$ cat src/design/service_code_feistel_generator_top_defines.svh
// ----------------------------------------------------------------------------
// Service code generator assertion macros
// Shared concurrent assertion forms, sampled on clk, off while rst_n is low.
// ----------------------------------------------------------------------------
`ifndef SERVICE_CODE_FEISTEL_GENERATOR_TOP_DEFINES_SVH
`define SERVICE_CODE_FEISTEL_GENERATOR_TOP_DEFINES_SVH

// Same-cycle implication
`define SCFG_ASSERT_IMP(lbl, ante, cons, msg) \
  lbl: assert property (@(posedge clk) disable iff (!rst_n) (ante) |-> (cons)) \
    else $error(msg);

// Next-cycle implication
`define SCFG_ASSERT_NXT(lbl, ante, cons, msg) \
  lbl: assert property (@(posedge clk) disable iff (!rst_n) (ante) |=> (cons)) \
    else $error(msg);

`endif

$ cat src/design/scfg_pkg.sv
// ----------------------------------------------------------------------------
// scfg_pkg
// Types, constants and datapath functions of the service code generator.
// ----------------------------------------------------------------------------
package scfg_pkg;

  localparam int NIBBLES        = 12;
  localparam int ROUNDS         = 4;
  localparam int BIN_W          = 32;
  localparam int BCD_DIGITS     = 10;
  localparam int BCD_W          = 4 * BCD_DIGITS;
  localparam int BCD_STAGES     = 4;
  localparam int BITS_PER_STAGE = BIN_W / BCD_STAGES;

  // Register indexes on the configuration port
  localparam logic REG_KEY_LEVEL_ONE = 1'b0;
  localparam logic REG_KEY_LEVEL_TWO = 1'b1;

  // Key register reset values
  localparam logic [31:0] KEY_LEVEL_ONE_RST = 32'hC13A_F957;
  localparam logic [31:0] KEY_LEVEL_TWO_RST = 32'h9C67_D3A4;

  // Accepted key levels
  localparam logic [1:0] LEVEL_ONE = 2'd1;
  localparam logic [1:0] LEVEL_TWO = 2'd2;

  localparam logic [3:0] PAD_NIBBLE = 4'hF;

  typedef struct packed {
    logic [47:0] id_digits;
    logic [5:0]  digit_count;
    logic [1:0]  level;
  } in_beat_t;

  typedef struct packed {
    logic [BCD_W-1:0] code_low_bcd;
    logic [BCD_W-1:0] code_high_bcd;
    logic             error;
  } out_beat_t;

  // One slot of the binary-to-BCD pipeline
  typedef struct packed {
    logic [BCD_W-1:0] bcd_lo;
    logic [BCD_W-1:0] bcd_hi;
    logic [BIN_W-1:0] bin_lo;
    logic [BIN_W-1:0] bin_hi;
    logic             err;
  } conv_t;

  // Nibble S-box, high half
  function automatic logic [3:0] sub_high(logic [3:0] v);
    logic [3:0] r;
    unique case (v)
      4'd0:    r = 4'd9;
      4'd1:    r = 4'd2;
      4'd2:    r = 4'd4;
      4'd3:    r = 4'd6;
      4'd4:    r = 4'd8;
      4'd5:    r = 4'd7;
      4'd6:    r = 4'd5;
      4'd7:    r = 4'd3;
      4'd8:    r = 4'd1;
      4'd9:    r = 4'd0;
      default: r = v;
    endcase
    return r;
  endfunction

  // Nibble S-box, low half: decimal digits mirror, hex digits pass
  function automatic logic [3:0] sub_low(logic [3:0] v);
    logic [3:0] r;
    if (v <= 4'd9) begin
      r = 4'd9 - v;
    end else begin
      r = v;
    end
    return r;
  endfunction

  function automatic logic [7:0] sub_byte(logic [7:0] v);
    return {sub_high(v[7:4]), sub_low(v[3:0])};
  endfunction

  // Block build plus four Feistel rounds; returns {hi, lo}
  function automatic logic [2*BIN_W-1:0] cipher(in_beat_t d, logic [31:0] key);
    logic [3:0] nib [NIBBLES];
    logic [7:0] blk [8];
    logic [7:0] nl  [4];
    logic [7:0] kb;
    logic [7:0] f;
    logic [7:0] x;
    for (int k = 0; k < NIBBLES; k++) begin
      nib[k] = (k < int'(d.digit_count)) ? d.id_digits[4*k +: 4] : PAD_NIBBLE;
    end
    for (int m = 0; m < 6; m++) begin
      blk[7-m] = {nib[2*m], nib[2*m+1]};
    end
    blk[1] = 8'h00;
    x = 8'h00;
    for (int i = 1; i < 8; i++) begin
      x = x ^ blk[i];
    end
    blk[0] = x;
    for (int r = 0; r < ROUNDS; r++) begin
      kb = key[8*r +: 8];
      for (int i = 0; i < 4; i++) begin
        f = sub_byte(blk[i]) ^ kb;
        if (i % 2 == 1) begin
          f = ~f;
        end
        nl[i] = f ^ blk[i+4];
      end
      for (int i = 0; i < 4; i++) begin
        blk[i+4] = blk[i];
        blk[i]   = nl[i];
      end
    end
    return {blk[7], blk[6], blk[5], blk[4], blk[3], blk[2], blk[1], blk[0]};
  endfunction

  // One double-dabble step: add 3 to digits of 5 and up, then shift in a bit
  function automatic logic [BCD_W-1:0] dd_step(logic [BCD_W-1:0] bcd, logic b);
    logic [BCD_W-1:0] adj;
    for (int i = 0; i < BCD_DIGITS; i++) begin
      adj[4*i +: 4] = (bcd[4*i +: 4] >= 4'd5) ? bcd[4*i +: 4] + 4'd3 : bcd[4*i +: 4];
    end
    return {adj[BCD_W-2:0], b};
  endfunction

  // One pipeline stage worth of conversion, both halves side by side
  function automatic conv_t dd_stage(conv_t c);
    conv_t r;
    r = c;
    for (int s = 0; s < BITS_PER_STAGE; s++) begin
      r.bcd_lo = dd_step(r.bcd_lo, r.bin_lo[BIN_W-1]);
      r.bin_lo = {r.bin_lo[BIN_W-2:0], 1'b0};
      r.bcd_hi = dd_step(r.bcd_hi, r.bin_hi[BIN_W-1]);
      r.bin_hi = {r.bin_hi[BIN_W-2:0], 1'b0};
    end
    return r;
  endfunction

  function automatic logic bcd_is_valid(logic [BCD_W-1:0] v);
    logic ok;
    ok = 1'b1;
    for (int i = 0; i < BCD_DIGITS; i++) begin
      if (v[4*i +: 4] > 4'd9) begin
        ok = 1'b0;
      end
    end
    return ok;
  endfunction

endpackage

$ cat src/design/service_code_feistel_generator_top.sv
// ----------------------------------------------------------------------------
// service_code_feistel_generator_top
// Turns an identity request into a two-part decimal service code.
// ----------------------------------------------------------------------------
// Takes one request beat per clock and returns one result beat per request,
// in order; the intake rate holds while the output side does not stall.
// The pipeline is an input register, a cipher stage (block build plus four
// Feistel rounds), three binary-to-BCD stages and the output register; each
// BCD stage, and the step into the output register, converts eight bits of
// both 32-bit halves. Stalls on out_ready back up stage by stage, so
// in_ready drops only when every stage is full. Bad levels or digit counts
// give error = 1 with all-zero codes. The user must write keys over the cfg
// port only while no request is in flight; the block does not enforce this.

`include "service_code_feistel_generator_top_defines.svh"

module service_code_feistel_generator_top (
  input  logic                  clk,
  input  logic                  rst_n,
  input  logic                  in_valid,
  output logic                  in_ready,
  input  scfg_pkg::in_beat_t    in_data,
  output logic                  out_valid,
  input  logic                  out_ready,
  output scfg_pkg::out_beat_t   out_data,
  input  logic                  cfg_we,
  input  logic                  cfg_addr,
  input  logic [31:0]           cfg_data
);

  localparam int NST = scfg_pkg::BCD_STAGES;

  logic [31:0]          key_one_r;
  logic [31:0]          key_two_r;
  logic                 in_v_r;
  scfg_pkg::in_beat_t   in_data_r;
  logic [NST-1:0]       v_r;
  scfg_pkg::conv_t      conv_r [NST];
  logic                 out_valid_r;
  scfg_pkg::out_beat_t  out_data_r;

  logic                 in_en;
  logic [NST-1:0]       en;
  logic                 out_en;
  logic                 req_err;
  logic [31:0]          key_sel;
  logic [63:0]          cip;
  scfg_pkg::conv_t      conv_nxt [NST];
  scfg_pkg::conv_t      last_conv;
  scfg_pkg::out_beat_t  out_data_nxt;

  // Key registers
  always_ff @(posedge clk) begin
    if (!rst_n) begin
      key_one_r <= scfg_pkg::KEY_LEVEL_ONE_RST;
      key_two_r <= scfg_pkg::KEY_LEVEL_TWO_RST;
    end else if (cfg_we) begin
      unique case (cfg_addr)
        scfg_pkg::REG_KEY_LEVEL_ONE: key_one_r <= cfg_data;
        scfg_pkg::REG_KEY_LEVEL_TWO: key_two_r <= cfg_data;
      endcase
    end
  end

  // Stage enables: a stage loads when empty or when the next one moves
  always_comb begin
    out_en      = !out_valid_r || out_ready;
    en[NST-1]   = !v_r[NST-1] || out_en;
    for (int j = NST - 2; j >= 0; j--) begin
      en[j] = !v_r[j] || en[j+1];
    end
    in_en = !in_v_r || en[0];
  end

  assign in_ready = in_en;

  // Request check, key pick, cipher
  always_comb begin
    req_err = !((in_data_r.level == scfg_pkg::LEVEL_ONE) ||
                (in_data_r.level == scfg_pkg::LEVEL_TWO)) ||
              (in_data_r.digit_count == 6'd0) || in_data_r.digit_count[5];
    key_sel = (in_data_r.level == scfg_pkg::LEVEL_ONE) ? key_one_r : key_two_r;
    cip     = scfg_pkg::cipher(in_data_r, key_sel);
  end

  // Next values of the conversion stages
  always_comb begin
    conv_nxt[0].bcd_lo = '0;
    conv_nxt[0].bcd_hi = '0;
    conv_nxt[0].bin_lo = req_err ? '0 : cip[31:0];
    conv_nxt[0].bin_hi = req_err ? '0 : cip[63:32];
    conv_nxt[0].err    = req_err;
    for (int j = 1; j < NST; j++) begin
      conv_nxt[j] = scfg_pkg::dd_stage(conv_r[j-1]);
    end
    last_conv                  = scfg_pkg::dd_stage(conv_r[NST-1]);
    out_data_nxt.code_low_bcd  = last_conv.bcd_lo;
    out_data_nxt.code_high_bcd = last_conv.bcd_hi;
    out_data_nxt.error         = last_conv.err;
  end

  // Valid bits
  always_ff @(posedge clk) begin
    if (!rst_n) begin
      in_v_r      <= 1'b0;
      v_r         <= '0;
      out_valid_r <= 1'b0;
    end else begin
      if (in_en) begin
        in_v_r <= in_valid;
      end
      if (en[0]) begin
        v_r[0] <= in_v_r;
      end
      for (int j = 1; j < NST; j++) begin
        if (en[j]) begin
          v_r[j] <= v_r[j-1];
        end
      end
      if (out_en) begin
        out_valid_r <= v_r[NST-1];
      end
    end
  end

  // Payload registers
  always_ff @(posedge clk) begin
    if (in_en) begin
      in_data_r <= in_data;
    end
    for (int j = 0; j < NST; j++) begin
      if (en[j]) begin
        conv_r[j] <= conv_nxt[j];
      end
    end
    if (out_en) begin
      out_data_r <= out_data_nxt;
    end
  end

  assign out_valid = out_valid_r;
  assign out_data  = out_data_r;

  // Checks
  `SCFG_ASSERT_IMP(a_err_zero, out_valid_r && out_data_r.error,
    (out_data_r.code_low_bcd == '0) && (out_data_r.code_high_bcd == '0),
    "rejected request carries a nonzero code")
  `SCFG_ASSERT_IMP(a_bcd_digits, out_valid_r && !out_data_r.error,
    scfg_pkg::bcd_is_valid(out_data_r.code_low_bcd) &&
    scfg_pkg::bcd_is_valid(out_data_r.code_high_bcd),
    "result holds a digit above nine")
  `SCFG_ASSERT_NXT(a_in_capture, in_valid && in_ready, in_v_r,
    "accepted beat not held in the input register")
  `SCFG_ASSERT_IMP(a_full_stall, out_valid_r && !out_ready && (&v_r) && in_v_r,
    !in_ready, "input taken while every stage is full and blocked")
  `SCFG_ASSERT_IMP(a_err_bin_zero, v_r[0] && conv_r[0].err,
    (conv_r[0].bin_lo == '0) && (conv_r[0].bin_hi == '0),
    "rejected request enters conversion with nonzero value")

endmodule

$ cat config.mk
export PLATFORM = sky130hd
export DESIGN_NAME = service_code_feistel_generator_top
export DESIGN_NICKNAME = d
export VERILOG_FILES = /design/src/design/scfg_pkg.sv /design/src/design/service_code_feistel_generator_top.sv
export VERILOG_INCLUDE_DIRS = /design/src /design/src/design
export SDC_FILE = /design/constraint.sdc
export NUM_CORES = 2
export LEC_CHECK = 0
export ABC_AREA = 1
export BUFFER_PORTS_ARGS = -buffer_cell sky130_fd_sc_hd__buf_4
export CAP_MARGIN = 15
export CORE_UTILIZATION = 40
export CTS_BUF_LIST = sky130_fd_sc_hd__clkbuf_2 sky130_fd_sc_hd__clkbuf_4 sky130_fd_sc_hd__clkbuf_8
export DETAILED_ROUTE_END_ITERATION = 10
export PLACE_DENSITY = 0.63
export SYNTH_ARGS = -nofsm -noshare
export SYNTH_HDL_FRONTEND = slang
export SYNTH_SLANG_ARGS = --single-unit
$ cat constraint.sdc
create_clock -name clk -period 33.9 [get_ports clk]
set_clock_uncertainty 0.2 [all_clocks]
set_input_delay 10.17 -clock clk [delete_from_list [all_inputs] [get_ports clk]]
set_output_delay 10.17 -clock clk [all_outputs]
set_load 0.01 [all_outputs]
==> metrics.txt <==
Fill cells=14300; drt drc=0; Wirelength per Cell=10.4 um; CP endpoint kind=primary output; hold path startpoint=conv_r[0][20]; fin util=44.2%; dominant cell type by area after synthesis=edfxtp_1; Warnings, synthesis=0; vias in the first global route=45700; Worst Hold Class=reg2reg; Peak Freq=43.5 MHz; M1 WL=52300 um; first-pass GRT wire length=194000 um; Req. time, crit path=23.53 ns; Placer Congestion=0.856; IO Count=177; Synth area leaders=edfxtp_1, nand2_1, ha_1; Post-Syn Area per Cell=6.72 um^2; post_cts resized=0; total negative setup slack=0 ns; critical path's top delay family=buffers and inverters; Via density=4.62; Buf/Inv on CP=7; nets=9456; max incr delay on CP=0.42 ns; Max Buffers Root-to-Sink=3; commonest non-fill, non-tap cell in the layout=nand2_1; GRT Total Usage=15.5%; Hold Buf Count CTS=0; WHS Endpoint=conv_r[1][28]; drt first pass iters=5; commonest non-fill, non-tap cells in the layout=nand2_1, inv_1, nand3_1; Remaining Overflow, GRT=0; initial antenna violation count=5; worst-margin pin slew=1.02 ns; sequential standard cell area=0.0142 mm^2; Hold Violations, Final=0; Max Slew Vio Count=0; worst rel slew slack=32.1%; Worst-path clk slew=0.06 ns; met3 WL=3790 um; starting density of the core=40.2%; Clock Sinks=495; I/O Buffers=176; Clock Root Buffer=clkbuf_8; Area Growth Syn to Fin=9.73%; Chip Height=379 um; row count=138; post-route ant nets=0; Core Box Area=0.141 mm^2; postcts setup bufs=0; worst hold path depth=0; fin crit period=23.01 ns; post-synth cell types=61; Critical Path AT=12.64 ns; final wirelength=111000 um; Num CTS Buffers=89; synthesized cell area=0.0569 mm^2; post-synthesis sequential area ratio=24.9%; DR iter-0 viols=1975; endpoints failing setup=0; worst skew pair latency=0.80 ns; RSZ-0062 raised after global routing=false; die area=0.144 mm^2; Synth Net Count=9213; met2 WL=52100 um; top sig layer=met4; Tcrit/Tclk final=67.9%; worst path cell trace=buf_4 > nor2_1 > inv_4 > nor2_1 > clkinv_2 > nor2_1 > inv_2 > nor2_1 > inv_2 > nor2_1 > nand2_2 > buf_4 > buf_4; Mapped Cells=8465; status=complete, no violations; Worst Path Max Fanout=58; Synth top area share=22.4%; flops & latches, synth=495; HPWL Detailed=91500 um; flop-to-flop setup slack=25.69 ns; routed vias=49300; layout cells sized above 1=9.72%; FFs w/ async S/R, synth=0%; Reg-to-Reg Start=conv_r[2][66]; Max Cap Violations=0; H-Tree Depth=3; Worst Reg-to-Reg Cells=49; area of the multi-input gates=0.0360 mm^2; TritonCTS clock tree=built; Reg-to-Reg End=conv_r[3][70]; Die X=379 um; largest net degree at the start of global routing=77; EDFF count, synth=425; slowest library cell on the worst path=clkinv_2; WS Path Type=in2out; most frequent cell on the critical path=nor2_1; type of origin of the critical path=input pin; Main synth FF type=edfxtp_1
-- how the worst max path moves through the flow --
stage | from | endpoint | cells after the start
after detailed placement | out_ready | in_ready | 13
final | out_ready | in_ready | 13
after global routing | out_ready | in_ready | 13
after floorplan | out_ready | in_ready | 10
after global placement | out_ready | in_ready | 13
after CTS | out_ready | in_ready | 13
-- per-stage QoR --
| step | hold WS (ns) | cell area, um^2 | setup slack (ns) | cells |
|---|---|---|---|---|
| final | 0.199 | 62400 | 10.89 | 10700 |
| after global routing | 0.199 | 62400 | 10.62 | 10700 |
| after CTS | 0.196 | 62400 | 10.79 | 10700 |
| after detailed placement | 0.205 | 60500 | 10.81 | 10500 |
| after global placement | 0.201 | 60500 | 10.72 | 10500 |
| after floorplan | 0.200 | 56900 | 5.32 | 8465 |
-- registers in the layout, indices dropped and copies added, names as in the netlist --
signal     flops
conv_r       288
out_data      81
in_data_r     56
key_one_r     32
key_two_r     32
v_r            4
in_v_r         1
out_valid      1
-- cell type report --
cell class                 count  share of cell area, %
multi-input combinational   6170                   57.6
clock buffer                 120                   2.36
sequential                   495                   22.7
timing repair buffer         187                   2.25
inverter                    1765                   10.6
tap                         1890                   3.79
antenna                        2                0.00801
clock inverter                45                  0.711
-- layer usage --
metal | global-route usage, % | vias to the layer above
met5 | 0 | -
met4 | 4.91 | 0
met3 | 2.12 | 138
met2 | 28.0 | 539
met1 | 18.9 | 21400
li1 | - | 27200
-- cells in the mapped netlist (3+ instances only) --
master and instances:
nand2_1 2332, inv_1 1690, nand3_1 678, ha_1 654, nor2_1 597, edfxtp_1 425
o21ai_0 342, xor2_1 336, o21ai_1 251, a21oi_1 179, o21ai_2 137, nand2_2 100
nand3b_1 93, inv_2 73, dfxtp_1 70, or2_2 61, nand4_1 55, xnor2_1 49
nand3_2 48, o211ai_1 39, and2_1 34, xor2_2 30, clkbuf_1 24, o21a_1 18
or2_1 18, o22ai_1 16, nand2_4 11, nor3_1 10, a31oi_1 8, xnor2_2 8
buf_2 6, nor2_4 6, o211ai_2 6, nor2_2 5, o21bai_1 5, or2_0 5
a21o_1 4, mux2i_1 4, and3_1 3, nand3_4 3, nand3b_4 3, o31ai_1 3
-- kinds of logic after synthesis --
kind of cell             share of synthesized area (%)
flip-flops                                        24.9
buffers and inverters                             11.9
adder cells (fa/ha/maj)                           14.4
AND/OR/NAND/NOR                                   31.3
multiplexers                                    0.0704
XOR/XNOR                                          7.06
AO/OA/AOI/OAI                                     10.4
Power is left out: the tool's default activity adds up to more than one toggle a clock period on the data nets, which glitch-free logic cannot reach.
